### src/hw/rtl/rccpg_pkg.sv
`timescale 1ns / 1ps
`default_nettype none

package rccpg_pkg;

    localparam int SAMPLE_BITS = 12;
    localparam int FRAME_BYTES = 16;
    localparam int AXIS_BITS   = 12;

    localparam logic [SAMPLE_BITS-1:0] STICK_CENTER = SAMPLE_BITS'(1) << (SAMPLE_BITS - 1);
    localparam logic [AXIS_BITS-1:0]   AXIS_BASE    = AXIS_BITS'(1250);
    localparam logic [AXIS_BITS-1:0]   THR_BASE     = AXIS_BITS'(1000);
    localparam logic [3:0]             LAST_INDEX   = 4'(FRAME_BYTES - 1);
    localparam logic [3:0]             SPEED_MAX    = 4'd15;
    localparam logic [3:0]             SPEED_CUT    = 4'd3;

    localparam logic [7:0] HDR_0     = 8'h24;
    localparam logic [7:0] HDR_1     = 8'h4D;
    localparam logic [7:0] HDR_2     = 8'h3C;
    localparam logic [7:0] MSG_SIZE  = 8'h0A;
    localparam logic [7:0] MSG_TYPE  = 8'hC8;
    localparam logic [7:0] YAW_LO    = 8'hDC;
    localparam logic [7:0] YAW_HI    = 8'h05;
    localparam logic [7:0] ARM_ON_LO = 8'hD0;
    localparam logic [7:0] ARM_ON_HI = 8'h07;
    localparam logic [7:0] ARM_OFF_LO = 8'hE8;
    localparam logic [7:0] ARM_OFF_HI = 8'h03;

    typedef enum logic [2:0] {
        OP_TICK  = 3'd0,
        OP_STICK = 3'd1,
        OP_PAD   = 3'd2,
        OP_ARM   = 3'd3,
        OP_SEND  = 3'd4
    } opcode_t;

    typedef enum logic [2:0] {
        CFG_DEADBAND    = 3'd0,
        CFG_PAD_HOLDOFF = 3'd1,
        CFG_ARM_HOLDOFF = 3'd2,
        CFG_THR_STEP    = 3'd3,
        CFG_LINK_READY  = 3'd4
    } cfg_index_t;

    typedef struct packed {
        logic [2:0]             opcode;
        logic [SAMPLE_BITS-1:0] stick_x;
        logic [SAMPLE_BITS-1:0] stick_y;
        logic                   button_up;
        logic                   button_down;
    } in_beat_t;

    typedef struct packed {
        logic [7:0] frame_byte;
        logic [3:0] byte_index;
        logic       has_frame;
        logic       last;
        logic [3:0] leds;
    } out_beat_t;

    typedef struct packed {
        logic                 has_frame;
        logic                 armed;
        logic [AXIS_BITS-1:0] pitch;
        logic [AXIS_BITS-1:0] roll;
        logic [AXIS_BITS-1:0] thr;
        logic [3:0]           leds;
    } frame_desc_t;

    function automatic logic [7:0] frame_byte_at(frame_desc_t d, logic [3:0] idx,
                                                 logic [7:0] chk);
        logic [7:0] b;
        case (idx)
            4'd0:    b = HDR_0;
            4'd1:    b = HDR_1;
            4'd2:    b = HDR_2;
            4'd3:    b = MSG_SIZE;
            4'd4:    b = MSG_TYPE;
            4'd5:    b = d.pitch[7:0];
            4'd6:    b = 8'(d.pitch[AXIS_BITS-1:8]);
            4'd7:    b = d.roll[7:0];
            4'd8:    b = 8'(d.roll[AXIS_BITS-1:8]);
            4'd9:    b = d.thr[7:0];
            4'd10:   b = 8'(d.thr[AXIS_BITS-1:8]);
            4'd11:   b = YAW_LO;
            4'd12:   b = YAW_HI;
            4'd13:   b = d.armed ? ARM_ON_LO : ARM_OFF_LO;
            4'd14:   b = d.armed ? ARM_ON_HI : ARM_OFF_HI;
            default: b = chk;
        endcase
        return b;
    endfunction

    function automatic logic [7:0] frame_checksum(frame_desc_t d);
        logic [7:0] x;
        x = 8'h00;
        for (int i = 3; i < FRAME_BYTES - 1; i++) begin
            x = x ^ frame_byte_at(d, 4'(i), 8'h00);
        end
        return x;
    endfunction

    function automatic logic [3:0] chase_leds(logic [2:0] c);
        logic [3:0] l;
        l[0] = (c == 3'd3) || (c == 3'd4);
        l[1] = (c == 3'd2) || (c == 3'd5);
        l[2] = (c == 3'd1) || (c == 3'd6);
        l[3] = (c == 3'd0) || (c == 3'd7);
        return l;
    endfunction

endpackage

`default_nettype wire

### src/hw/rtl/rccpg_ctrl.sv
`timescale 1ns / 1ps
`default_nettype none

module rccpg_ctrl
    import rccpg_pkg::*;
(
    input  wire logic        aclk,
    input  wire logic        aresetn,
    input  wire logic        cfg_wr,
    input  wire logic [2:0]  cfg_index,
    input  wire logic [15:0] cfg_data,
    input  wire logic        item_take,
    input  wire in_beat_t    item,
    output frame_desc_t      desc
);

    logic [11:0]            deadband_reg;
    logic [15:0]            pad_holdoff_reg;
    logic [15:0]            arm_holdoff_reg;
    logic [6:0]             thr_step_reg;
    logic                   link_ready_reg;

    logic [31:0]            tick_count_reg, tick_count_next;
    logic [31:0]            pad_last_reg, pad_last_next;
    logic [31:0]            arm_last_reg, arm_last_next;
    logic [SAMPLE_BITS-1:0] held_x_reg, held_x_next;
    logic [SAMPLE_BITS-1:0] held_y_reg, held_y_next;
    logic                   up_pend_reg, up_pend_next;
    logic                   down_pend_reg, down_pend_next;
    logic [3:0]             speed_reg, speed_next;
    logic                   armed_reg, armed_next;
    logic [2:0]             phase_reg, phase_next;

    logic [SAMPLE_BITS-1:0] diff_x, diff_y;
    logic                   pad_ok, arm_ok;
    logic [3:0]             speed_step;
    logic [2:0]             phase_inc;
    logic [AXIS_BITS-1:0]   thr_prod;

    always_ff @(posedge aclk) begin
        if (!aresetn) begin
            deadband_reg    <= 12'd40;
            pad_holdoff_reg <= 16'd180;
            arm_holdoff_reg <= 16'd250;
            thr_step_reg    <= 7'd65;
            link_ready_reg  <= 1'b0;
        end else if (cfg_wr) begin
            case (cfg_index)
                CFG_DEADBAND:    deadband_reg    <= cfg_data[11:0];
                CFG_PAD_HOLDOFF: pad_holdoff_reg <= cfg_data;
                CFG_ARM_HOLDOFF: arm_holdoff_reg <= cfg_data;
                CFG_THR_STEP:    thr_step_reg    <= cfg_data[6:0];
                CFG_LINK_READY:  link_ready_reg  <= cfg_data[0];
                default: ;
            endcase
        end
    end

    assign diff_x = (item.stick_x > held_x_reg) ? item.stick_x - held_x_reg
                                                : held_x_reg - item.stick_x;
    assign diff_y = (item.stick_y > held_y_reg) ? item.stick_y - held_y_reg
                                                : held_y_reg - item.stick_y;
    assign pad_ok = (tick_count_reg - pad_last_reg) > {16'd0, pad_holdoff_reg};
    assign arm_ok = (tick_count_reg - arm_last_reg) > {16'd0, arm_holdoff_reg};
    assign phase_inc = phase_reg + 3'd1;

    always_comb begin
        case ({up_pend_reg, down_pend_reg})
            2'b10:   speed_step = (speed_reg == SPEED_MAX) ? speed_reg : speed_reg + 4'd1;
            2'b01:   speed_step = (speed_reg == 4'd0) ? speed_reg : speed_reg - 4'd1;
            default: speed_step = speed_reg;
        endcase
    end

    assign thr_prod = AXIS_BITS'(speed_step * thr_step_reg);

    always_comb begin
        tick_count_next = tick_count_reg;
        pad_last_next   = pad_last_reg;
        arm_last_next   = arm_last_reg;
        held_x_next     = held_x_reg;
        held_y_next     = held_y_reg;
        up_pend_next    = up_pend_reg;
        down_pend_next  = down_pend_reg;
        speed_next      = speed_reg;
        armed_next      = armed_reg;
        phase_next      = phase_reg;
        if (item_take) begin
            case (item.opcode)
                OP_TICK: begin
                    tick_count_next = tick_count_reg + 32'd1;
                end
                OP_STICK: begin
                    if (diff_x > deadband_reg) held_x_next = item.stick_x;
                    if (diff_y > deadband_reg) held_y_next = item.stick_y;
                end
                OP_PAD: begin
                    if (pad_ok) begin
                        pad_last_next  = tick_count_reg;
                        up_pend_next   = item.button_up;
                        down_pend_next = item.button_down;
                    end
                end
                OP_ARM: begin
                    if (arm_ok) begin
                        arm_last_next = tick_count_reg;
                        armed_next    = !armed_reg;
                        if (speed_reg >= SPEED_CUT) speed_next = 4'd0;
                    end
                end
                OP_SEND: begin
                    phase_next = phase_inc;
                    if (link_ready_reg) begin
                        speed_next     = speed_step;
                        up_pend_next   = 1'b0;
                        down_pend_next = 1'b0;
                    end
                end
                default: ;
            endcase
        end
    end

    always_ff @(posedge aclk) begin
        if (!aresetn) begin
            tick_count_reg <= 32'd0;
            pad_last_reg   <= 32'd0;
            arm_last_reg   <= 32'd0;
            held_x_reg     <= STICK_CENTER;
            held_y_reg     <= STICK_CENTER;
            up_pend_reg    <= 1'b0;
            down_pend_reg  <= 1'b0;
            speed_reg      <= 4'd0;
            armed_reg      <= 1'b1;
            phase_reg      <= 3'd0;
        end else begin
            tick_count_reg <= tick_count_next;
            pad_last_reg   <= pad_last_next;
            arm_last_reg   <= arm_last_next;
            held_x_reg     <= held_x_next;
            held_y_reg     <= held_y_next;
            up_pend_reg    <= up_pend_next;
            down_pend_reg  <= down_pend_next;
            speed_reg      <= speed_next;
            armed_reg      <= armed_next;
            phase_reg      <= phase_next;
        end
    end

    always_comb begin
        desc.has_frame = link_ready_reg;
        desc.armed     = armed_reg;
        desc.pitch     = AXIS_BITS'(held_x_reg[SAMPLE_BITS-1 -: 9]) + AXIS_BASE;
        desc.roll      = AXIS_BITS'(held_y_reg[SAMPLE_BITS-1 -: 9]) + AXIS_BASE;
        desc.thr       = thr_prod + THR_BASE;
        if (!link_ready_reg) begin
            desc.leds = chase_leds(phase_inc);
        end else if (armed_reg) begin
            desc.leds = speed_step;
        end else begin
            desc.leds = (phase_inc == 3'd1) ? 4'd5 : ((phase_inc == 3'd0) ? 4'd10 : 4'd0);
        end
    end

endmodule

`default_nettype wire

### src/hw/rtl/rccpg_serializer.sv
`timescale 1ns / 1ps
`default_nettype none

module rccpg_serializer
    import rccpg_pkg::*;
(
    input  wire logic        aclk,
    input  wire logic        aresetn,
    input  wire logic        desc_valid,
    output logic             desc_ready,
    input  wire frame_desc_t desc,
    output logic             m_valid,
    input  wire logic        m_ready,
    output out_beat_t        m_data
);

    logic        busy_reg;
    logic [3:0]  idx_reg;
    frame_desc_t snap_reg;
    logic [7:0]  chk_reg;
    out_beat_t   out_reg;
    logic        out_valid_reg;

    logic        advance;
    logic        cur_last;
    logic        emit;
    out_beat_t   beat;

    assign advance    = !out_valid_reg || m_ready;
    assign cur_last   = !snap_reg.has_frame || (idx_reg == LAST_INDEX);
    assign emit       = busy_reg && advance;
    assign desc_ready = !busy_reg || (advance && cur_last);

    always_comb begin
        beat.frame_byte = snap_reg.has_frame ? frame_byte_at(snap_reg, idx_reg, chk_reg) : 8'h00;
        beat.byte_index = idx_reg;
        beat.has_frame  = snap_reg.has_frame;
        beat.last       = cur_last;
        beat.leds       = snap_reg.leds;
    end

    always_ff @(posedge aclk) begin
        if (!aresetn) begin
            busy_reg      <= 1'b0;
            idx_reg       <= 4'd0;
            out_valid_reg <= 1'b0;
        end else begin
            if (emit) begin
                out_valid_reg <= 1'b1;
            end else if (m_ready) begin
                out_valid_reg <= 1'b0;
            end
            if (desc_valid && desc_ready) begin
                busy_reg <= 1'b1;
                idx_reg  <= 4'd0;
            end else if (emit) begin
                idx_reg <= idx_reg + 4'd1;
                if (cur_last) busy_reg <= 1'b0;
            end
        end
    end

    always_ff @(posedge aclk) begin
        if (emit) out_reg <= beat;
        if (desc_valid && desc_ready) begin
            snap_reg <= desc;
            chk_reg  <= frame_checksum(desc);
        end
    end

    assign m_valid = out_valid_reg;
    assign m_data  = out_reg;

endmodule

`default_nettype wire

### src/hw/rtl/rc_command_packet_generator_core.sv
// Command frame generator for a joystick remote.
// Input channel (s_valid/s_ready/s_data): one event per beat - tick, stick
// sample, pad buttons, stick button or send period. Events other than send
// are absorbed in the cycle they are accepted and give no output.
// Output channel (m_valid/m_ready/m_data): a send with the link up gives
// sixteen beats, one frame byte each, byte_index 0..15, last on byte 15;
// a send with the link down gives one light-only beat with last set.
// A send loads a frame snapshot; the serializer then registers each byte
// into the output beat. Throughput: one output beat per cycle while the
// receiver takes beats. A following send is accepted at the edge that loads
// the previous frame's last byte, non-send events at any time.
// Config port (cfg_valid/cfg_ready/cfg_index/cfg_data) is always ready;
// write only while no frame is in flight.
// Reset (aresetn low, synchronous) restores register defaults, centers the
// held stick, sets armed, clears speed, counters and the output valid.
// When the receiver stalls, the output beat holds and the serializer stops;
// once a send is waiting behind the current frame, s_ready drops.
`timescale 1ns / 1ps
`default_nettype none

module rc_command_packet_generator_core
    import rccpg_pkg::*;
(
    input  wire logic        aclk,
    input  wire logic        aresetn,
    input  wire logic        s_valid,
    output logic             s_ready,
    input  wire in_beat_t    s_data,
    output logic             m_valid,
    input  wire logic        m_ready,
    output out_beat_t        m_data,
    input  wire logic        cfg_valid,
    output logic             cfg_ready,
    input  wire logic [2:0]  cfg_index,
    input  wire logic [15:0] cfg_data
);

    frame_desc_t desc;
    logic        is_send;
    logic        desc_ready;

    assign cfg_ready = 1'b1;
    assign is_send   = (s_data.opcode == OP_SEND);
    assign s_ready   = !is_send || desc_ready;

    rccpg_ctrl u_ctrl (
        .aclk      (aclk),
        .aresetn   (aresetn),
        .cfg_wr    (cfg_valid && cfg_ready),
        .cfg_index (cfg_index),
        .cfg_data  (cfg_data),
        .item_take (s_valid && s_ready),
        .item      (s_data),
        .desc      (desc)
    );

    rccpg_serializer u_ser (
        .aclk       (aclk),
        .aresetn    (aresetn),
        .desc_valid (s_valid && is_send),
        .desc_ready (desc_ready),
        .desc       (desc),
        .m_valid    (m_valid),
        .m_ready    (m_ready),
        .m_data     (m_data)
    );

endmodule

`default_nettype wire

### config.mk
export PLATFORM = sky130hd
export DESIGN_NAME = rc_command_packet_generator_core
export DESIGN_NICKNAME = d
export VERILOG_FILES = /design/src/hw/rtl/rccpg_pkg.sv /design/src/hw/rtl/rccpg_ctrl.sv /design/src/hw/rtl/rccpg_serializer.sv /design/src/hw/rtl/rc_command_packet_generator_core.sv
export SDC_FILE = /design/constraint.sdc
export NUM_CORES = 1
export LEC_CHECK = 0
export BUFFER_PORTS_ARGS = -buffer_cell sky130_fd_sc_hd__buf_4
export CAP_MARGIN = 25
export CORE_AREA = 2 2 226 228
export DETAILED_ROUTE_END_ITERATION = 8
export DIE_AREA = 0 0 228 230
export SETUP_SLACK_MARGIN = 0.3
export SLEW_MARGIN = 20
export SYNTH_ARGS = -nofsm -noshare
export SYNTH_HDL_FRONTEND = slang
export SYNTH_SLANG_ARGS = --single-unit
### constraint.sdc
create_clock -name aclk -period 12.45 [get_ports aclk]
set_input_delay 1.8675 -clock aclk [delete_from_list [all_inputs] [get_ports aclk]]
set_output_delay 1.8675 -clock aclk [all_outputs]
set_load 0.01 [all_outputs]
Yosys cells after proc, flatten, opt, wreduce, memory -nomap -nowiden
Cells that the tools add are included.
{"block": "totals", "ramBits": 0, "latchBits": 0, "word_cells": 184, "in_bits": 53, "mem_count": 0, "romBits": 0, "register_bits": 256}
{"block": "classes", "bitwise": 12, "muxes": 40, "reduce_logical": 43, "order_cmp": 7, "eq_ne": 37, "div_mod_pow": 0, "n_addsub": 14, "n_mul": 1, "shifts": 0}
{"operator": "$pmux 8 s15", "count": 1}
{"operator": "$mux 8", "count": 12}
{"operator": "$xor 8x8->8", "count": 11}
{"operator": "$gt 32x16->1", "count": 2}
{"operator": "$sub 32x32->32", "count": 2}
{"operator": "$gt 12x12->1", "count": 4}
{"operator": "$sub 12x12->12", "count": 4}
{"operator": "$eq 4x4->1 const B", "count": 9}
{"operator": "$mux 4", "count": 9}
{"operator": "$add 32x1->32 const B", "count": 1}
{"operator": "$add 9x11->12 const B", "count": 2}
{"operator": "$mux 12", "count": 2}
{"operator": "$eq 3x2->1 const B", "count": 6}
{"operator": "$eq 3x3->1 const B", "count": 6}
{"operator": "$eq 4x3->1 const B", "count": 4}
{"operator": "$pmux 4 s2", "count": 2}
{"operator": "$reduce_and 2->1", "count": 8}
{"operator": "$add 11x10->12 const B", "count": 1}
{"operator": "$mux 6", "count": 2}
{"operator": "$reduce_and 3->1", "count": 4}
{"operator": "$mul 4x7->11", "count": 1}
{"operator": "$reduce_bool 2->1", "count": 5}
{"operator": "$eq 3x1->1 const B", "count": 3}
{"operator": "$logic_not 3->1", "count": 3}
{"operator": "other kinds (20)", "count": 50}

Depth between registers and ports, before layout
Gate-level depths: netlist of the first run.
{"block": "logic_depth", "ltp_word": 17, "ltp_mapped": 25, "depth_no_buf": 25}

Modules after synthesis
From an unflattened synthesis of the first run, not the netlist that was laid out.
{"block": "hier_totals", "hier_cells": 2284, "hier_area_um2": 19267.2}
{"module": "rccpg_ctrl", "cells_each": 2035, "area_per_inst_um2": 15907.8, "instances": 1}
{"module": "rccpg_serializer", "cells_each": 241, "area_per_inst_um2": 3316.9, "instances": 1}
{"module": "rc_command_packet_generator_core", "cells_each": 8, "area_per_inst_um2": 42.5, "instances": 1}

Worst setup path after synthesis of the first run
Ideal clock, no wire load.
{"block": "synth_path", "kind": "input-to-reg", "from": "input s_data[14] in the netlist's numbering", "to": "register u_ctrl.held_x_reg[0]", "t_required_ns": 12.335, "cell_stages": 23, "arrival_ns": 6.437, "setup_slack_ns": 5.898, "setup_ns": 0.115, "path_cell_list": "inv_1 > ha_1 > inv_1 > fa_1 > a21o_1 > a21o_1 > a2111oi_0 > nor3_1 > nor2_1 > buf_1 > buf_1 > mux2i_1 > o21ai_0 > a31oi_1 > xnor2_1 > ha_1 > nand4_1 > or2_2 > o221ai_1 > o211a_1 > clkbuf_1 > o21ai_0 > and2_1"}
{"block": "synth_via", "elab_chain_len": 4, "elab_cells_between_ends": 6}
{"element": "start: declaration", "line_no": "rc_command_packet_generator_core.sv:28", "rtl": "input wire in_beat_t s_data,"}
{"element": "$sub 12x12->12, or another cell as far along", "line_no": "rccpg_ctrl.sv:60", "rtl": ": held_x_reg - item.stick_x;"}
{"element": "$mux 12", "line_no": "rccpg_ctrl.sv:59", "rtl": "assign diff_x = (item.stick_x > held_x_reg) ? item.stick_x - held_x_reg"}
{"element": "$gt 12x12->1", "line_no": "rccpg_ctrl.sv:94", "rtl": "if (diff_x > deadband_reg) held_x_next = item.stick_x;"}
{"element": "$reduce_and 3->1 (no source line)"}
{"element": "end signal: assignment", "line_no": "rccpg_ctrl.sv:140", "rtl": "held_x_reg <= held_x_next;"}
{"element": "end: declaration", "line_no": "rccpg_ctrl.sv:26", "rtl": "logic [SAMPLE_BITS-1:0] held_x_reg, held_x_next;"}
Several ways; a longest one is shown, not always the timed one.
A chain may end at the register's enable or synchronous reset.

Worst setup path in the final report of the first run
{"block": "layout_path", "from": "input s_data[14] in the netlist's numbering", "to": "register u_ctrl.held_x_reg[3]"}
{"block": "layout_via", "elab_chain_len": 4, "elab_cells_between_ends": 6}
{"element": "$sub 12x12->12, or another cell as far along", "line_no": "rccpg_ctrl.sv:60"}
{"element": "$mux 12 (*)", "line_no": "rccpg_ctrl.sv:59"}
{"element": "$gt 12x12->1 (*)", "line_no": "rccpg_ctrl.sv:94"}
{"element": "$reduce_and 3->1 (no source line) (*)"}
Every way passes the cells marked *; elsewhere a longest branch is shown, timed or not.

==> results.cfg, run 1 <==
[run]
drv_cap = 0

[cts]
cts_sinks = 252
postCtsHoldBufs = 0
cts_max_level = 2
cts_root_buf = clkbuf_16
cts_resized = 0
path_clk_slew_ps = 60
cts_setup_buffers = 0
cts_buffer_depth = 3
numCtsBuffers = 34
tritoncts = yes
clock_latency_ps = 550

[sta]
slew_headroom_pct = 33.6
fin_crit_sh_pct = 53.4
period_needed_ps = 6650
fmax_mhz = 150
setup-violations-final = 0
setup_tns_ps = 0
fin_skew_ps = 26.0
drv_slew = 0
worstMarginPinSlew_ps = 995
rsz0062_at_grt = false
hold_slack_ps = 420
hold_viol_final = 0

[logic_synthesis]
async_flop_share_pct = 0
syn_nets = 2740
seq_area_frac_synth_pct = 28.7
synth.distinct_cells = 89
synth_seq_cells = 252
synth_flop_cell = dfxtp_1
yosys_warnings = 0
syn_avg_cell_area_um2 = 8.04
synthCells = 2467
synthesis.area_mm2 = 0.0198
synth-edff-count = 64

[floorplanning]
fp-row-count = 82
coreArea_mm2 = 0.0499
fp.dieH_um = 230
chipWidth_um = 228
io_pins = 74
dieArea_mm2 = 0.0524
start_util_pct = 39.8

[final_layout]
antenna_cells = 0
layoutNonFillerInstCount = 3164
fill_cells = 4943
areaGrowthSynthToFinish_pct = 11.2
drive_gt1_share_pct = 7.26
largest_reg_flops = 33
fin_nets = 2739

[worst_setup_path]
start_kind = primary input
cp_slowest_cell = o211a_1
max_stage_delay_ps = 670
r2r-start = u_ctrl.tick_count_reg[0]$_SDFFE_PN0P_
endpoint_kind = flop
path_cells = buf_4 -> inv_1 -> ha_1 -> inv_1 -> fa_1 -> a21o_1 -> a21o_1 -> a2111oi_0 -> nor3_1 -> nor2_1 -> buf_4 -> mux2i_1 -> o211ai_1 -> a31oi_1 -> xnor2_1 -> ha_1 -> nand4_1 -> or2_2 -> o221ai_1 -> o211a_1 -> o21ai_0 -> and2_1
reg2regPathDepth = 20
critPathLaunch = s_data[14]
crit_arrival_ps = 7060
cp_max_fo = 24
path_class = primary input to flop
crit_required_ps = 12860

[placement]
gp_congestion = 0.882
placedCellCount = 3100
post-dp-hpwl_um = 41300
port_buffers = 72

[global_routing]
antenna_found_initial = 0
grt_max_degree = 175
overflow = 0
grt_pass1_vias = 16800
grt_pass1_wl_um = 88900
track_usage_pct = 20.6

[outcome]
status = finished clean

[route]
routed_wl_um = 55100
firstDrtPassIters = 5
drt-initial-drc-count = 1295
routed_via_density = 5.57
wl_per_cell_um = 17.4
vias = 17600
ant_nets = 0
drc_errors = 0

[hold_path]
holdPathStages = 0
hp-start = u_ser.beat[0]$_DFFE_PP_
min_path_type = flop to flop

[power]
power.density_mw_per_mm2 = 98.4
ir_worst_vdd_v = 0.000113
p_leak_uw = 0.00909
==> Yosys cell counts (16+ instances only) <==
| cell type | number | area, µm² |
|---|---|---|
| o31ai_1 | 40 | 300 |
| xnor2_1 | 97 | 850 |
| nor2_1 | 111 | 417 |
| nand3_1 | 81 | 405 |
| clkbuf_1 | 106 | 398 |
| nand4_1 | 36 | 225 |
| nor2b_1 | 22 | 138 |
| a211oi_1 | 16 | 120 |
| a32oi_1 | 33 | 289 |
| o21ai_1 | 18 | 90.1 |
| nor3_1 | 25 | 125 |
| and3_1 | 19 | 119 |
| inv_1 | 223 | 837 |
| o21bai_1 | 24 | 180 |
| xor2_1 | 35 | 307 |
| a21oi_1 | 141 | 706 |
| a21boi_0 | 50 | 375 |
| o21ai_0 | 121 | 606 |
| and2_1 | 69 | 432 |
| o211ai_1 | 36 | 270 |
| o311ai_1 | 33 | 289 |
| a31oi_1 | 16 | 100 |
| a21o_1 | 51 | 383 |
| edfxtp_1 | 64 | 1920 |
| nand2_1 | 360 | 1350 |
| fa_1 | 16 | 320 |
| dfxtp_1 | 188 | 3760 |
| or3_1 | 16 | 100 |
| mux2i_1 | 22 | 220 |
| ha_1 | 204 | 2550 |
==> per-layer routing <==
layer	routed length, µm	up-vias	track usage (%)
li1	-	8783	-
met1	25400	8356	26.9
met2	25900	396	35.5
met3	2420	92	2.75
met4	1440	0	5.72
met5	0	-	0
==> critical path: cells and delay by family <==
kind            cells  cell delay (ps)
compound gates      8             2380
xor+xnor            1               90
fa+ha+maj           3              830
buf+inv             4              510
mux                 1              360
simple gates        5              990
==> worst paths after layout <==
check                                                         end  slack [ps]
worst max-delay path            u_ctrl.held_x_reg[3]$_SDFFE_PN0P_        5800
worst min-delay path                    u_ser.m_data[0]$_DFFE_PP_         420
worst max register to register   u_ctrl.speed_reg[3]$_SDFFE_PN0P_        6100
worst min register to register          u_ser.m_data[0]$_DFFE_PP_         420
==> metrics by stage <==
stage                     setup slack, ps  total power [µW]  instance area [µm²]  utilization [%]
after global placement               5480              1180                20900             41.8
final                                5800              2170                22100             44.2
after CTS                            5920              2200                22000             44.1
after global routing                 5400              2260                22100             44.2
after detailed placement             5350              1190                20900             41.8
after floorplan                      5900              1100                19800                -
==> report_power, final <==
part	total [µW]	switching, µW	leakage (µW)	internal (µW)
Combinational	317	199	0.00645	118
Clock	995	391	0.000564	604
Sequential	859	8.21	0.00208	850
Total	2170	599	0.00909	1570
==> cells by family after synthesis <==
group                      share of synthesized area [%]
other                                             0.0189
muxes                                               1.45
xor gates and xnor gates                            5.83
and+or+nand+nor                                     19.2
AOI/OAI and AO/OA                                   23.6
DFF                                                 28.7
adders and majority gates                           14.5
buffers and inverters                               6.77
==> cell usage in the layout, fill, tap and decap left out, types with 33 or more instances in the layout <==
cell / netlist / final
a21boi_0: 50 / 50
a21o_1: 51 / 51
a21oi_1: 141 / 141
a32oi_1: 33 / 33
and2_1: 69 / 69
buf_4: 2 / 84
clkbuf_16: 0 / 36
dfxtp_1: 188 / 188
edfxtp_1: 64 / 64
ha_1: 204 / 204
inv_1: 223 / 222
nand2_1: 360 / 360
nand3_1: 81 / 80
nand4_1: 36 / 36
nor2_1: 111 / 111
o211ai_1: 36 / 36
o21ai_0: 121 / 121
o311ai_1: 33 / 33
o31ai_1: 40 / 40
xnor2_1: 97 / 96
xor2_1: 35 / 34
==> area by class of cell <==
class                      count  area, µm²  share of cell area, %
clock buffer                  50       1000                   4.55
clock inverter                12        136                  0.618
inverter                     223        838                   3.80
multi-input combinational   1868      12900                   58.3
sequential                   252       5690                   25.8
tap                          672        841                   3.81
timing repair buffer          87        687                   3.11
(Power assumes the default switching activity.)
==> run 2, diff against run 1 <==
clock period = 5.4 ns   (was 12.45 ns; I/O delays follow)
==> run 2 against run 1 <==
  * First-iteration DRC count increased by 0.62%
  * Global-route usage up 0.67 points
  * Hold slack got worse by 2.2 ps
  * Clock skew increased by 1.5 ps
  * Die area did not move
  * Flip-flop and latch count unchanged
  * Sequential share of layout area decreased by 0.93 points
  * Final area grew 3.9%
  * Combinational power rose to 2.8 times the previous value
  * Cell count rose by 1.9%
  * Largest power group unchanged
  * Highest routed layer unchanged
==> results.cfg, run 2 (synthesis results as in run 1) <==
[outcome]
status = finished clean

[sta]
hold_viol_final = 0
fin_crit_sh_pct = 93.0
hold_slack_ps = 417
setup_tns_ps = 0
rsz0062_at_grt = false
fmax_mhz = 199
fin_skew_ps = 27.5
drv_slew = 0
worstMarginPinSlew_ps = 1010
slew_headroom_pct = 32.6
period_needed_ps = 5020
setup-violations-final = 0

[route]
vias = 18000
routed_wl_um = 57700
ant_nets = 0
routed_via_density = 5.59
drc_errors = 0
wl_per_cell_um = 17.9
firstDrtPassIters = 6
drt-initial-drc-count = 1303

[worst_setup_path]
cp_num_buf_inv = 4
cp_slowest_cell = or4_4
crit_arrival_ps = 5450
cp_top_family = simple AND/OR/NAND/NOR gates
max_stage_delay_ps = 520
start_kind = flop
path_cells = inv_1 -> buf_4 -> ha_1 -> inv_1 -> fa_2 -> a211oi_4 -> o21ai_2 -> a31oi_4 -> nor3_1 -> nor2_1 -> xnor2_1 -> ha_1 -> nand4_1 -> or4_4 -> nand2_2 -> o2111ai_2 -> a2111oi_4 -> nand4b_4 -> or3_4 -> clkbuf_16 -> o311ai_2
path_class = flop to flop
cp_max_fo = 17
endpoint_kind = flop
crit_required_ps = 5830

[global_routing]
track_usage_pct = 21.2
top_usage_layer = met2
grt_use_met2_pct = 36.8
grt_use_met1_pct = 26.6
grtUsageMet3_pct = 3.40
overflow = 0
grt_max_degree = 168
grt_pass1_wl_um = 91100
antenna_found_initial = 0
grt_pass1_vias = 17200

[floorplanning]
fp.dieH_um = 230
coreArea_mm2 = 0.0499
dieArea_mm2 = 0.0524
start_util_pct = 39.8
fp-row-count = 82
io_pins = 74
chipWidth_um = 228

[power]
clkPwrFrac_pct = 45.4
seqPwrFrac_pct = 37.9
sw_frac_of_total_pct = 28.0
p_leak_uw = 0.00948
p_sw_uw = 1470
power_uw = 5230
intPower_uw = 3760
comb_power_share_pct = 16.7
ir_worst_vdd_v = 0.000175
power.density_mw_per_mm2 = 228

[cts]
cts_max_level = 2
tritoncts = yes
numCtsBuffers = 34
path_clk_slew_ps = 60
cts_root_buf = clkbuf_16
cts_sinks = 252
cts_buffer_depth = 3
postCtsHoldBufs = 0
clock_latency_ps = 550

[final_layout]
final_area_mm2 = 0.0229
largest_reg_flops = 33
areaGrowthSynthToFinish_pct = 15.5
mostFrequentLayoutCell = nand2_1
fill_cells = 4948
drive_gt1_share_pct = 11.8
fin_nets = 2799
antenna_cells = 0
layout_common_cells = 358 x nand2_1, 220 x inv_1, 195 x ha_1, 184 x dfxtp_1, 137 x buf_4

[placement]
post-dp-hpwl_um = 42500
port_buffers = 72
gp_congestion = 0.888
place_area_mm2 = 0.0213

[run]
drv_cap = 0

[hold_path]
min_path_type = flop to flop
-- run 2: power groups by stage --
| stage | clock (µW) | sequential, µW | combinational [µW] |
|---|---|---|---|
| 3_3_place_gp | 0 | 2020 | 752 |
| 4_1_cts | 2430 | 1980 | 768 |
| 6_report | 2380 | 1980 | 873 |
| 5_1_grt | 2500 | 1980 | 953 |
| 3_5_place_dp | 0 | 2020 | 765 |
| 2_1_floorplan | 0 | 2010 | 534 |
-- run 2: through the flow --
step,utilization [%],instances,setup slack [ps]
global placement,42.7,3148,-37.3
floorplan,-,2467,302
CTS,45.1,3213,318
detailed placement,42.7,3149,-152
global route,46.0,3224,181
finish,46.0,3224,377
-- run 2: path summary, 6_finish.rpt --
path	start	end	slack (ps)	depth (start not counted)
setup / recovery	u_ctrl.tick_count_reg[0]$_SDFFE_PN0P_	u_ctrl.pad_last_reg[28]$_SDFFE_PN0P_	380	21
hold / removal	u_ser.beat[2]$_DFFE_PP_	u_ser.m_data[2]$_DFFE_PP_	420	0
setup reg to reg	u_ctrl.tick_count_reg[0]$_SDFFE_PN0P_	u_ctrl.pad_last_reg[28]$_SDFFE_PN0P_	380	21
hold reg to reg	u_ser.beat[2]$_DFFE_PP_	u_ser.m_data[2]$_DFFE_PP_	420	0
-- run 2: layout make-up --
cell class / count / area [µm²] / share of cell area, %
clock buffer: 47 / 971 / 4.24
clock inverter: 15 / 209 / 0.912
inverter: 223 / 837 / 3.65
multi-input combinational: 1868 / 13200 / 57.4
sequential: 252 / 5690 / 24.8
tap: 672 / 841 / 3.67
timing repair buffer: 147 / 1200 / 5.24
-- run 2: layer usage --
layer	wire (µm)	part of all wire (%)	vias up
met3	2580	4.5	99
met2	27700	48	400
met5	0	0	-
met4	1960	3.4	0
met1	25400	44	8633
li1	-	-	8906
-- run 2: what timing repair did --
action                                  in CTS  in global routing
buffers inserted                             2                 10
pin swaps                                    2                 23
gates resized for setup                      4                 70
endpoints found under the setup margin      34                 95
gates cloned                                 0                  1
==> run 3, diff against run 2 <==
clock period = 6.5 ns   (was 5.4 ns; I/O delays follow)
==> run 3 against run 2 <==
  * Hold slack barely moved
  * Clock power fell by 23%
  * Critical path depth did not move
  * Critical path type unchanged
  * Critical endpoint is now u_ctrl.speed_reg[0]$_SDFFE_PN0P_
  * Largest power group unchanged
==> results.cfg, run 3 (synthesis results as in run 1) <==
[outcome]
status = finished clean

[route]
wl_per_cell_um = 17.5
routed_wl_um = 55600
routed_via_density = 5.58
drc_errors = 0
drt-initial-drc-count = 1448
ant_nets = 0
firstDrtPassIters = 5
vias = 17800

[cts]
tritoncts = yes
cts_max_level = 1
cts_sinks = 252
path_clk_slew_ps = 70
postCtsHoldBufs = 0
cts_root_buf = clkbuf_16
cts_resized = 0
numCtsBuffers = 31
clock_latency_ps = 590
cts_setup_buffers = 0
cts_buffer_depth = 3

[sta]
drv_slew = 0
slew_headroom_pct = 34.9
fmax_mhz = 180
period_needed_ps = 5550
worstMarginPinSlew_ps = 977
fin_skew_ps = 11.1
setup_tns_ps = 0
rsz0062_at_grt = false
setup_ws_ps = 949
hold_viol_final = 0
fin_crit_sh_pct = 85.4
setup-violations-final = 0

[final_layout]
mostFrequentLayoutCell = nand2_1
largest_reg_flops = 33
layout_common_cells = 360 x nand2_1, 222 x inv_1, 204 x ha_1, 188 x dfxtp_1, 141 x a21oi_1
fin_nets = 2756
drive_gt1_share_pct = 8.01
areaGrowthSynthToFinish_pct = 11.5

[floorplanning]
coreArea_mm2 = 0.0499
start_util_pct = 39.8
chipWidth_um = 228
fp.dieH_um = 230
dieArea_mm2 = 0.0524
io_pins = 74
fp-row-count = 82

[power]
p_leak_uw = 0.00916
power.density_mw_per_mm2 = 185
ir_worst_vdd_v = 0.000202

[worst_setup_path]
endpoint_kind = flop
crit_arrival_ps = 6070
crit_required_ps = 7020
start_kind = flop
cp_max_fo = 11
path_class = flop to flop

[run]
drv_cap = 0

[global_routing]
track_usage_pct = 20.7
antenna_found_initial = 1
overflow = 0
grt_pass1_vias = 16900
grt_max_degree = 142
grt_pass1_wl_um = 89600

[placement]
gp_congestion = 0.869
dpl_worst_slack_ps = 536
port_buffers = 72
post-dp-hpwl_um = 41700

[hold_path]
min_path_type = flop to flop
run 3: cell count changes in the layout (fill, tap and decap cells not counted), sizes merged:
cell,previous run,this run
buf,145,106
clkbuf,49,43
clkinvlp,0,2
bufinv,4,3
clkinv,9,10
diode,0,1
inv,225,224
run 3: report_power, final:
group | internal (µW) | switching (µW) | total [µW]
Combinational | 229 | 387 | 616
Clock | 1100 | 739 | 1830
Sequential | 1630 | 15.6 | 1640
Total | 2950 | 1140 | 4090
run 3: per-stage QoR:
step	utilization [%]	cells	hold slack, ps	cell area [µm²]	total power, µW
3_5_place_dp	42.2	3122	406	21000	2290
6_report	44.4	3181	418	22100	4090
5_1_grt	44.3	3180	440	22100	4250
3_3_place_gp	42.1	3120	405	21000	2270
4_1_cts	44.3	3180	420	22100	4130
2_1_floorplan	-	2467	400	19800	2110
run 3: worst max-delay path: stages, from the launching register on:
cell and delay [ps]:
dfxtp_1 360, inv_1 150, ha_1 190, inv_1 50, fa_1 400, a21o_1 190, a221o_1 430, a21o_1 270
a21oi_1 250, xnor2_1 120, ha_1 300, and4_1 240, nand4_1 150, o21ai_0 180, buf_4 160, o22ai_1 80
a31oi_1 160, nand4_1 110, nor4_1 590, a41oi_4 430, a21boi_2 410, mux2i_1 230
run 3: final timing paths:
check                                                           start                               end  slack (ps)  cells after the start
worst min-delay path                          u_ser.beat[1]$_DFFE_PP_         u_ser.m_data[1]$_DFFE_PP_         420                      0
worst max-delay path            u_ctrl.tick_count_reg[0]$_SDFFE_PN0P_  u_ctrl.speed_reg[0]$_SDFFE_PN0P_         950                     21
worst max register to register  u_ctrl.tick_count_reg[0]$_SDFFE_PN0P_  u_ctrl.speed_reg[0]$_SDFFE_PN0P_         950                     21
worst min register to register                u_ser.beat[1]$_DFFE_PP_         u_ser.m_data[1]$_DFFE_PP_         420                      0
run 3: layout make-up:
cell class                 count  area, µm²
fill                        4988      27700
multi-input combinational   1868      12900
sequential                   252       5690
clock buffer                  42        900
tap                          672        841
inverter                     223        837
timing repair buffer         107        810
clock inverter                16        190
antenna                        1       2.50
run 3: per-layer routing:
| metal | GRT usage (%) | up-vias | routed length, µm |
|---|---|---|---|
| met1 | 26.8 | 8417 | 25100 |
| met3 | 2.58 | 85 | 2760 |
| met4 | 7.07 | 0 | 1910 |
| met2 | 35.4 | 450 | 25900 |
| li1 | - | 8807 | - |
| met5 | 0 | - | 0 |
